**config.mk**
```make
export PLATFORM = sky130hd
export DESIGN_NAME = http_chunked_decoder
export DESIGN_NICKNAME = d
export VERILOG_FILES = /design/src/hw/rtl/hcd_pkg.sv /design/src/hw/rtl/http_chunked_decoder.sv
export VERILOG_INCLUDE_DIRS = /design/src /design/src/hw/rtl
export SDC_FILE = /design/constraint.sdc
export NUM_CORES = 1
export LEC_CHECK = 0
export ABC_AREA = 1
export BUFFER_PORTS_ARGS = -buffer_cell sky130_fd_sc_hd__buf_4
export CAP_MARGIN = 20
export CORE_UTILIZATION = 45
export DETAILED_ROUTE_END_ITERATION = 10
export PLACE_DENSITY = 0.7
export SETUP_SLACK_MARGIN = 0.15
export SYNTH_ARGS = -nofsm -noshare
export SYNTH_HDL_FRONTEND = slang
export SYNTH_SLANG_ARGS = --single-unit
```
**constraint.sdc**
```tcl
create_clock -name clock -period 6.5 [get_ports clock]
set_clock_uncertainty 0.15 [all_clocks]
set_input_delay 1.3 -clock clock [delete_from_list [all_inputs] [get_ports clock]]
set_output_delay 1.3 -clock clock [all_outputs]
set_load 0.02 [all_outputs]
```
**src/hw/rtl/http_chunked_decoder_macros.svh**
```systemverilog
// assertion helpers shared by the chunked decoder rtl
`ifndef HTTP_CHUNKED_DECODER_MACROS_SVH
`define HTTP_CHUNKED_DECODER_MACROS_SVH

// same-cycle implication, checked out of reset
`define HCD_ASSERT_NOW(label, clk, rst, ante, cons, msg) \
   label: assert property (@(posedge clk) disable iff (rst) (ante) |-> (cons)) \
      else $error(msg);

// next-cycle implication, checked out of reset
`define HCD_ASSERT_NEXT(label, clk, rst, ante, cons, msg) \
   label: assert property (@(posedge clk) disable iff (rst) (ante) |=> (cons)) \
      else $error(msg);

`endif

```
**src/hw/rtl/hcd_pkg.sv**
```systemverilog
`timescale 1ns / 1ps
// ----------------------------------------------------------------------------
// hcd_pkg
// Types, constants and helper functions for the chunked body decoder.
// ----------------------------------------------------------------------------
package hcd_pkg;

   localparam int MAX_LINE  = 1024;
   localparam int SIZE_BITS = 32;
   localparam int LINE_BITS = $clog2(MAX_LINE);

   localparam logic [7:0] CHAR_LF = 8'h0A;
   localparam logic [7:0] CHAR_CR = 8'h0D;

   typedef enum logic [2:0] {
      PH_SIZE,
      PH_DATA,
      PH_AFTER,
      PH_TRAILER,
      PH_DONE,
      PH_ERROR
   } phase_type;

   typedef enum logic [1:0] {
      STATUS_DECODING = 2'd0,
      STATUS_FINISHED = 2'd1,
      STATUS_STOPPED  = 2'd2
   } status_type;

   typedef enum logic [1:0] {
      ERR_NONE      = 2'd0,
      ERR_LINE_LONG = 2'd1,
      ERR_BAD_SIZE  = 2'd2,
      ERR_GARBAGE   = 2'd3
   } err_kind_type;

   // space, tab, lf, vt, ff, cr
   function automatic logic is_ws(input logic [7:0] c);
      return (c == 8'h20) || (c == 8'h09) || (c == 8'h0A) || (c == 8'h0B) ||
             (c == 8'h0C) || (c == 8'h0D);
   endfunction

   // {is_hex, value}
   function automatic logic [4:0] hex_digit(input logic [7:0] c);
      logic [4:0] r;
      r = 5'd0;
      if (c >= 8'h30 && c <= 8'h39) begin
         r = {1'b1, c[3:0]};
      end else if ((c >= 8'h61 && c <= 8'h66) || (c >= 8'h41 && c <= 8'h46)) begin
         r = {1'b1, c[3:0] + 4'd9};
      end
      return r;
   endfunction

   function automatic logic [7:0] ok_char(input logic [1:0] pos);
      logic [7:0] r;
      r = CHAR_LF;
      case (pos)
         2'd0:    r = 8'h4F;
         2'd1:    r = 8'h4B;
         default: r = CHAR_LF;
      endcase
      return r;
   endfunction

endpackage

```
**src/hw/rtl/http_chunked_decoder.sv**
```systemverilog
`timescale 1ns / 1ps
// ----------------------------------------------------------------------------
// http_chunked_decoder
// Decodes an HTTP/1.1 chunked body one byte per transfer.
// ----------------------------------------------------------------------------
// Usage: body bytes enter on req_rx_byte with a req_valid/req_ready transfer.
// Every accepted byte yields exactly one result on the rsp_ channel: the byte
// itself when it was chunk data (rsp_payload_valid set, else byte reads 0),
// the decode status (decoding, finished, stopped on error), the error kind and
// whether the payload so far is exactly "OK\n".
// The result of a byte is registered at the edge that accepts it and shows on
// rsp_ in the next cycle. Throughput is one byte per cycle while the receiver
// keeps up; the decode state update is a single pass of logic per byte.
// When the receiver stalls, the result register holds and req_ready drops
// until the pending result is taken; a transfer on both sides in one cycle
// keeps the stream at full rate.
// Synchronous reset returns to the start of a size line with no result
// pending. After finish or error, further bytes are accepted and ignored and
// the status is held.
// ----------------------------------------------------------------------------
`include "http_chunked_decoder_macros.svh"

module http_chunked_decoder
   import hcd_pkg::*;
(
   input  logic       clock,
   input  logic       reset,
   input  logic       req_valid,
   output logic       req_ready,
   input  logic [7:0] req_rx_byte,
   output logic       rsp_valid,
   input  logic       rsp_ready,
   output logic [7:0] rsp_payload_byte,
   output logic       rsp_payload_valid,
   output logic [1:0] rsp_status,
   output logic [1:0] rsp_error_kind,
   output logic       rsp_ok_match
);

   localparam logic [LINE_BITS-1:0] LINE_LIMIT = LINE_BITS'(MAX_LINE - 2);

   phase_type             phase_ff, phase_in;
   logic [LINE_BITS-1:0]  line_count_ff, line_count_in;
   logic [SIZE_BITS-1:0]  remaining_ff, remaining_in;
   logic [SIZE_BITS-1:0]  size_accum_ff, size_accum_in;
   logic                  dig_ff, dig_in;
   logic                  done_ff, done_in;
   logic                  mark_ff, mark_in;
   err_kind_type          err_kind_ff, err_kind_in;
   logic [1:0]            match_cnt_ff, match_cnt_in;
   logic                  match_fail_ff, match_fail_in;

   logic                  rsp_valid_ff;
   logic [7:0]            payload_byte_ff, payload_byte_in;
   logic                  payload_valid_ff, payload_valid_in;
   status_type            status_ff, status_in;
   err_kind_type          error_kind_ff, error_kind_in;
   logic                  ok_match_ff, ok_match_in;

   logic                  req_fire;
   logic [7:0]            c;
   logic [4:0]            hex;
   logic                  c_ws, c_lf, c_cr;
   logic [SIZE_BITS-1:0]  remaining_dec;

   assign req_ready = !rsp_valid_ff || rsp_ready;
   assign req_fire  = req_valid && req_ready;

   assign c             = req_rx_byte;
   assign hex           = hex_digit(c);
   assign c_ws          = is_ws(c);
   assign c_lf          = (c == CHAR_LF);
   assign c_cr          = (c == CHAR_CR);
   assign remaining_dec = (remaining_ff != '0) ? remaining_ff - 1'b1 : remaining_ff;

   // next state
   always_comb begin
      phase_in      = phase_ff;
      line_count_in = line_count_ff;
      remaining_in  = remaining_ff;
      size_accum_in = size_accum_ff;
      dig_in        = dig_ff;
      done_in       = done_ff;
      mark_in       = mark_ff;
      err_kind_in   = err_kind_ff;
      match_cnt_in  = match_cnt_ff;
      match_fail_in = match_fail_ff;

      unique case (phase_ff)
         PH_DATA: begin
            if (!match_fail_ff) begin
               if (match_cnt_ff == 2'd3 || c != ok_char(match_cnt_ff)) begin
                  match_fail_in = 1'b1;
                  match_cnt_in  = 2'd0;
               end else begin
                  match_cnt_in = match_cnt_ff + 2'd1;
               end
            end
            remaining_in = remaining_dec;
            if (remaining_dec == '0) begin
               phase_in      = PH_AFTER;
               line_count_in = '0;
               size_accum_in = '0;
               dig_in        = 1'b0;
               done_in       = 1'b0;
               mark_in       = 1'b0;
            end
         end
         PH_SIZE, PH_AFTER, PH_TRAILER: begin
            if (!c_lf && line_count_ff >= LINE_LIMIT) begin
               phase_in    = PH_ERROR;
               err_kind_in = ERR_LINE_LONG;
            end else if (!c_lf) begin
               line_count_in = line_count_ff + 1'b1;
               if (phase_ff == PH_SIZE) begin
                  if (done_ff || mark_ff) begin
                     // rest of the size line is ignored
                  end else if (dig_ff) begin
                     if (hex[4]) begin
                        if (size_accum_ff[SIZE_BITS-1 -: 4] != 4'd0) begin
                           size_accum_in = '1;
                        end else begin
                           size_accum_in = {size_accum_ff[SIZE_BITS-5:0], hex[3:0]};
                        end
                     end else if (c_ws) begin
                        done_in = 1'b1;
                     end else begin
                        mark_in = 1'b1;
                     end
                  end else if (hex[4]) begin
                     dig_in        = 1'b1;
                     size_accum_in = {{(SIZE_BITS-4){1'b0}}, hex[3:0]};
                  end else if (line_count_ff == '0) begin
                     if (!c_ws) mark_in = 1'b1;
                  end else if (!c_ws) begin
                     // leading whitespace then junk: size line reads as zero
                     done_in = 1'b1;
                  end
               end else if (line_count_ff != '0 || !c_cr) begin
                  mark_in = 1'b1;
               end
            end else begin
               line_count_in = '0;
               size_accum_in = '0;
               dig_in        = 1'b0;
               done_in       = 1'b0;
               mark_in       = 1'b0;
               if (phase_ff == PH_SIZE) begin
                  if (mark_ff) begin
                     phase_in    = PH_ERROR;
                     err_kind_in = ERR_BAD_SIZE;
                  end else if (size_accum_ff == '0) begin
                     phase_in = PH_TRAILER;
                  end else begin
                     phase_in     = PH_DATA;
                     remaining_in = size_accum_ff;
                  end
               end else if (phase_ff == PH_AFTER) begin
                  if (mark_ff) begin
                     phase_in    = PH_ERROR;
                     err_kind_in = ERR_GARBAGE;
                  end else begin
                     phase_in = PH_SIZE;
                  end
               end else if (!mark_ff) begin
                  phase_in = PH_DONE;
               end
            end
         end
         PH_DONE, PH_ERROR: begin
            // input ignored
         end
         default: begin
            phase_in = PH_ERROR;
         end
      endcase
   end

   // result fields
   always_comb begin
      payload_valid_in = (phase_ff == PH_DATA);
      payload_byte_in  = payload_valid_in ? c : 8'd0;
      status_in        = STATUS_DECODING;
      error_kind_in    = ERR_NONE;
      unique case (phase_in)
         PH_DONE:  status_in = STATUS_FINISHED;
         PH_ERROR: begin
            status_in     = STATUS_STOPPED;
            error_kind_in = err_kind_in;
         end
         default:  status_in = STATUS_DECODING;
      endcase
      ok_match_in = !match_fail_in && (match_cnt_in == 2'd3);
   end

   always_ff @(posedge clock) begin
      if (reset) begin
         phase_ff      <= PH_SIZE;
         line_count_ff <= '0;
         remaining_ff  <= '0;
         size_accum_ff <= '0;
         dig_ff        <= 1'b0;
         done_ff       <= 1'b0;
         mark_ff       <= 1'b0;
         err_kind_ff   <= ERR_NONE;
         match_cnt_ff  <= 2'd0;
         match_fail_ff <= 1'b0;
         rsp_valid_ff  <= 1'b0;
      end else begin
         if (req_fire) begin
            phase_ff      <= phase_in;
            line_count_ff <= line_count_in;
            remaining_ff  <= remaining_in;
            size_accum_ff <= size_accum_in;
            dig_ff        <= dig_in;
            done_ff       <= done_in;
            mark_ff       <= mark_in;
            err_kind_ff   <= err_kind_in;
            match_cnt_ff  <= match_cnt_in;
            match_fail_ff <= match_fail_in;
         end
         if (req_fire) begin
            rsp_valid_ff <= 1'b1;
         end else if (rsp_ready) begin
            rsp_valid_ff <= 1'b0;
         end
      end
   end

   always_ff @(posedge clock) begin
      if (req_fire) begin
         payload_byte_ff  <= payload_byte_in;
         payload_valid_ff <= payload_valid_in;
         status_ff        <= status_in;
         error_kind_ff    <= error_kind_in;
         ok_match_ff      <= ok_match_in;
      end
   end

   assign rsp_valid         = rsp_valid_ff;
   assign rsp_payload_byte  = payload_byte_ff;
   assign rsp_payload_valid = payload_valid_ff;
   assign rsp_status        = status_ff;
   assign rsp_error_kind    = error_kind_ff;
   assign rsp_ok_match      = ok_match_ff;

   `HCD_ASSERT_NOW(a_data_while_decoding, clock, reset,
      rsp_valid && rsp_payload_valid, rsp_status == STATUS_DECODING,
      "data byte reported with a final status")

   `HCD_ASSERT_NOW(a_error_kind_only_on_stop, clock, reset,
      rsp_valid && rsp_status != STATUS_STOPPED, rsp_error_kind == ERR_NONE,
      "error kind set without a stop")

   `HCD_ASSERT_NOW(a_stop_has_kind, clock, reset,
      rsp_valid && rsp_status == STATUS_STOPPED, rsp_error_kind != ERR_NONE,
      "stop reported without an error kind")

   `HCD_ASSERT_NEXT(a_done_sticky, clock, reset,
      phase_ff == PH_DONE || phase_ff == PH_ERROR, $stable(phase_ff),
      "finished or stopped decoder left its final phase")
endmodule
```
## Yosys cells after proc, flatten, opt, wreduce, memory -nomap -nowiden

Cells that the tools add are included.
Widths: inputs -> output; s select.

| storage, ports and cells | value |
|---|---|
| flip-flop bits (word level) | 100 |
| bits in latches | 0 |
| memory bits (writable) | 0 |
| bits in read-only memories | 0 |
| bits of input ports | 12 |
| output and inout bits | 16 |
| word-level logic and storage cells | 181 |
| memories kept | 0 |

| operators by class | value |
|---|---|
| add/sub/neg operators | 4 |
| multiply operators | 0 |
| divide/modulo/power cells | 0 |
| order comparisons | 7 |
| equal/unequal tests | 34 |
| shift operators | 0 |
| multiplexer cells | 82 |
| bitwise gates (word level) | 0 |
| reduce and logical (&&, ||, !) cells | 38 |

Operator list:

| cell | count |
|---|---|
| $mux 32 | 15 |
| $pmux 32 s2 | 2 |
| $logic_not 32->1 | 2 |
| $eq 8x4->1 const B | 5 |
| $mux 1 | 32 |
| $reduce_bool 32->1 | 1 |
| $sub 32x1->32 const B | 1 |
| $mux 10 | 3 |
| $mux 3 | 8 |
| $ne 4x4->1 const B | 6 |
| $mux 2 | 11 |
| $pmux 10 s2 | 1 |
| $ge 8x7->1 const B | 2 |
| $le 8x7->1 const B | 2 |
| $mux 8 | 2 |
| $pmux 7 s2 | 1 |
| $reduce_and 7->1 | 2 |
| $eq 3x3->1 const B | 4 |
| $ne 3x3->1 const B | 4 |
| $add 10x1->10 const B | 1 |
| $ge 10x10->1 const B | 1 |
| $logic_not 10->1 | 1 |
| $logic_or 1x1->1 | 10 |
| $mux 5 | 2 |
| other kinds (29) | 46 |

## Longest topological paths before layout

| logic depth | value |
|---|---|
| word-level depth | 15 |
| mapped depth | 20 |

## Least setup slack after synthesis

Ideal clock, no wire load.

| timing | value |
|---|---|
| path type | input -> register |
| start | in req_rx_byte[6] |
| end | reg size_accum_ff[11] |
| setup time | 0.110 ns |
| arrival | 3.039 ns |
| setup slack | 3.202 ns |
| stages on the path | 15 |
| cells stage by stage | nor2_1 inv_1 nor2_1 nand3_2 inv_2 nor2_2 inv_2 nor2_1 inv_2 nand2_1 a21oi_2 clkbuf_1 nand4_1 nand2_1 nor2_1 |

| on the way | value |
|---|---|
| cells in the longest elaborated chain, start to end | 7 |
| elaborated cells between the ends (all ways) | 23 |
| those cells by class | order compare (6); eq/ne (5); mux (5); reduce/logical (7) |

Ends and longest elaborated chain:

| what | RTL line | source |
|---|---|---|
| from (decl) | http_chunked_decoder.sv:30 | `input logic [7:0] req_rx_byte,` |
| $ge 8x7->1 or $le 8x7->1 (tied branches) | hcd_pkg.sv:49 | `end else if ((c >= 8'h61 && c <= 8'h66) \|\| (c >= 8'h41 && c <= 8'h46)) begin` |
| $logic_and 1x1->1 | hcd_pkg.sv:49 |  |
| $logic_or 1x1->1 | hcd_pkg.sv:49 |  |
| $mux 5 | hcd_pkg.sv:49 |  |
| $mux 5 | hcd_pkg.sv:47 | `if (c >= 8'h30 && c <= 8'h39) begin` |
| $ne 3x3->1 (no line) | -- |  |
| $reduce_and 7->1 (no line) | -- |  |
| to (signal assigned) | http_chunked_decoder.sv:214 | `size_accum_ff <= size_accum_in;` |
| to (decl) | http_chunked_decoder.sv:45 | `logic [SIZE_BITS-1:0] size_accum_ff, size_accum_in;` |

Several ways; a longest one is shown, not always the timed one. The select of a mux whose other input is x is not followed.
A chain may end at the register's enable or synchronous reset.

## Worst setup path after layout

| timing | value |
|---|---|
| start | in req_rx_byte[0] |
| end | reg remaining_ff[18] |

| on the way | value |
|---|---|
| cells in the longest elaborated chain, start to end | 5 |
| elaborated cells between the ends (all ways) | 6 |
| those cells by class | eq/ne (3); reduce/logical (3) |

Ends and longest elaborated chain:

| what | RTL line | source |
|---|---|---|
| $eq 8x4->1 (*) | http_chunked_decoder.sv:72 | `assign c_lf = (c == CHAR_LF);` |
| $logic_not 1->1 | -- |  |
| $logic_and 1x1->1 | http_chunked_decoder.sv:110 | `if (!c_lf && line_count_ff >= LINE_LIMIT) begin` |
| $ne 2x2->1 (no line) | -- |  |
| $reduce_and 7->1 (no line) (*) | -- |  |
| to (signal assigned) | http_chunked_decoder.sv:213 | `remaining_ff <= remaining_in;` |
| to (decl) | http_chunked_decoder.sv:44 | `logic [SIZE_BITS-1:0] remaining_ff, remaining_in;` |

Every way passes the cells marked *; elsewhere a longest branch is shown, timed or not.

==> metrics.md <==
| Metric | Value |
|---|---|
| Outcome | finished clean |
| Tmin final | roughly 4 ns |
| Final Wtd Congestion | ~0.97 |
| Class of the worst hold path | reg2reg |
| Die W | 124 um |
| DRC violations left | 0 |
| Final Max Tran Viols | 0 |
| Post-CTS resize count | 0 |
| Die H | 124 um |
| Vias per cell | 5.48 |
| FFs w/ async S/R, synth | 0 |
| Synthesized area per cell | just over 6 um2 |
| GRT Total Usage | 0.237 |
| Total power | around 2.0 mW |
| Die ar. | 15500 um2 |
| Worst-skew pair later-pin latency | roughly 0.35 ns |
| Max transition margin | 0.370 |
| Largest family of logic cells by synthesized area | simple AND/OR/NAND/NOR gates |
| #FFs+latches synth | 100 |
| Hold Buf Count CTS | 0 |
| Syn Std Cell Area | 6730 um2 |
| Hold Fails Final Rpt | 0 |
| Wire per inst | roughly 14 um |
| Number of global-route vias before repair | about 6000 |
| Mux contribution to synthesized area | 0 |
| # rows | 44 |
| Crit start category | input port |
| DRT Pass-1 Iters | 5 |
| Nets | around 1100 |
| Max frequency | 243 MHz |
| Synth-to-layout area growth | 8.34% |
| R2R cell count | 18 |
| Period utilization | 0.634 |
| YS warnings | 0 |
| Unique masters post-synth | 43 |
| CTS tree | done |
| Ports | 28 |
| Layout cells sized above 1 | 0.0769 |
| Clock sink count | 100 |
| Core Area | 14600 um2 |
| ANT cells | 0 |
| Clk slew on worst S/H paths | about 0.07 ns |
| Post-synth top area share | 0.256 |
| CP required | 6.63 ns |
| CTS H-tree depth | 3 |
| Syn Nets | between 1000 and 1500 |
| Worst setup endpoint | remaining_ff[18] |
| # port buffers | 27 |
| DRT met1 WL | about 8900 um |
| CP max FO | 53 |
| Crit. End Element | flip-flop |
| Post-synthesis simple-gate area fraction | 0.379 |
| Top sig layer | met4 |
| Max Root-Sink Buffers | 2 |
| HP Start | done_ff |
| DP HPWL | ~13000 um |
| Setup violators final | 0 |
| Worst slew pin tran | 0.944 ns |
| Number of flops mapped to enable cells by yosys | 14 |
| Wire length on met2 | 7840 um |
| RSZ-0062 raised after global routing | false |
| Hold Path Depth | 2 |
| Multi-input gate area | roughly 3800 um2 |
| Largest area contributor in the netlist | dfxtp_1 |
| TritonCTS Buffers | 9 |
| Antenna violations before repair | 0 |
| Final-layout fill cell count | 1480 |
| Power Density | about 280 nW/um2 |
| Met3 WL | 1080 um |
| Maximum capacitance violations | 0 |
| Critical path class | in2reg |
| Compound-cell area share of the yosys netlist | 0.149 |
| Worst EP arrival | between 4 and 5 ns |
| Ys flop type | dfxtp_1 |
| P_leak | 3.34 nW |
| Initial DRC count | 727 |
| Max VDD drop | about 0.14 mV |
| Vias post-DR | roughly 7000 |
| Synth Area in Adders | 0.0223 |
| Register area | ~2100 um2 |
| Starting Density | 0.461 |
| Final global-route overflow total | 0 |
| Global-route wire length before repair | 30300 um |
| Pin count of the biggest net entering global routing | 54 |
| Antenna-violating nets left | 0 |
| Setup TNS | 0 ns |
| Worst R2R End | size_accum_ff[25] |
| Worst R2R Setup Slack | approximately 2.7 ns |
| Ranking of synthesized cells by area | dfxtp_1 (26%), nand2_1 (15%), nor2_1 (8.3%) |
| Root buffer cell | clkbuf_16 |
| Worst r2r src | remaining_ff[0] |
| Post-synthesis sequential area ratio | 0.318 |
| WL final | between 15000 and 20000 um |
| CP Launch Point | req_rx_byte[0] |
| Synth Instances | between 1000 and 1500 |
| XOR/XNOR share of the synthesized area | 0.00911 |
| Post-CTS Setup Bufs | 0 |
## placed cells by master, fill, tap and decap left out, types with 14 or more instances in the layout
master / n
edfxtp_1: 14
inv_1: 142
o21ai_0: 95
a21oi_1: 48
nand4_1: 52
nor2_2: 14
a31oi_1: 20
nand3_1: 56
nor2_1: 147
dfxtp_1: 86
buf_4: 32
nand2_1: 263
## how the worst min path moves through the flow
stage	slack, ns	to
floorplan	0.28	done_ff
global placement	0.29	done_ff
detailed placement	0.29	done_ff
CTS	0.31	done_ff
global route	0.37	done_ff
finish	0.31	done_ff
## cells by family after synthesis
group                      count (synthesis)
DFF                                      100
and+or+nand+nor                          576
adders and majority gates                 12
AOI/OAI and AO/OA                        186
xor gates and xnor gates                   7
buffers and inverters                    200
## final cells by class
cell class,count,share of cell area
clock inverters,7,0.0137
flip-flops and latches,100,0.294
clock buffers,9,0.0309
inverters,150,0.0775
repair buffers,33,0.0357
multi-input cells,781,0.517
well taps,184,0.0316
## synth_stat cells, types with 2 or more instances
library cell  instances
a211oi_1              2
a21oi_1              48
a31oi_1              20
buf_2                 6
buf_4                 3
buf_6                 7
clkbuf_1             34
dfxtp_1              86
edfxtp_1             14
ha_1                 12
inv_1               143
inv_2                 5
nand2_1             263
nand2_2               3
nand2_4               2
nand3_1              56
nand3_2               2
nand3b_1              6
nand4_1              52
nor2_1              149
nor2_2               12
nor2_4                2
nor3_1               11
nor3b_1               2
nor4_1               13
o211ai_1              5
o21ai_0              95
o21ai_1               7
o31ai_1               2
xor2_1                6
## layer usage
metal | GRT usage | up-vias
met5 | 0 | -
met4 | 0.0815 | 0
met3 | 0.0288 | 21
met2 | 0.351 | 242
met1 | 0.353 | 3135
li1 | - | 3526
## worst max-delay path, cell delays in order
cell     delay, ns
buf_4         0.12
inv_1         0.21
ha_1          0.22
nand3_2       0.19
nand2_1       0.15
nand2_1       0.08
nand2_1       0.07
inv_1         0.07
nor2_2        0.46
nand2_1       0.39
inv_2         0.64
o21ai_0       0.16
a31oi_1       0.17
## stage by stage
| step | instance area [um2] | setup slack (ns) | util | hold WS, ns | cells |
|---|---|---|---|---|---|
| after floorplan | 6730 | 3.20 | - | 0.280 | 1081 |
| after global placement | 6950 | 2.19 | 0.476 | 0.290 | 1247 |
| after detailed placement | 6950 | 2.03 | 0.476 | 0.294 | 1247 |
| after CTS | 7270 | 2.39 | 0.499 | 0.305 | 1263 |
| after global routing | 7290 | 1.89 | 0.500 | 0.366 | 1264 |
| final | 7290 | 2.38 | 0.500 | 0.307 | 1264 |
## power breakdown
| group | internal [mW] | switching (mW) |
|---|---|---|
| Clock | 0.340 | 0.249 |
| Sequential | 0.670 | 0.0462 |
| Combinational | 0.225 | 0.504 |
| Total | 1.24 | 0.799 |
## flip-flops by register name, indices dropped and copies added, names as in the netlist
register	count
rsp_ok_match	1
err_kind_ff	2
rsp_valid	1
match_fail_ff	1
rsp_payload_valid	1
rsp_status	2
dig_ff	1
done_ff	1
size_accum_ff	32
line_count_ff	10
rsp_error_kind	2
remaining_ff	32
match_cnt_ff	2
mark_ff	1
rsp_payload_byte	8
phase_ff	3
No activity file was read; power rests on OpenSTA's default activity.
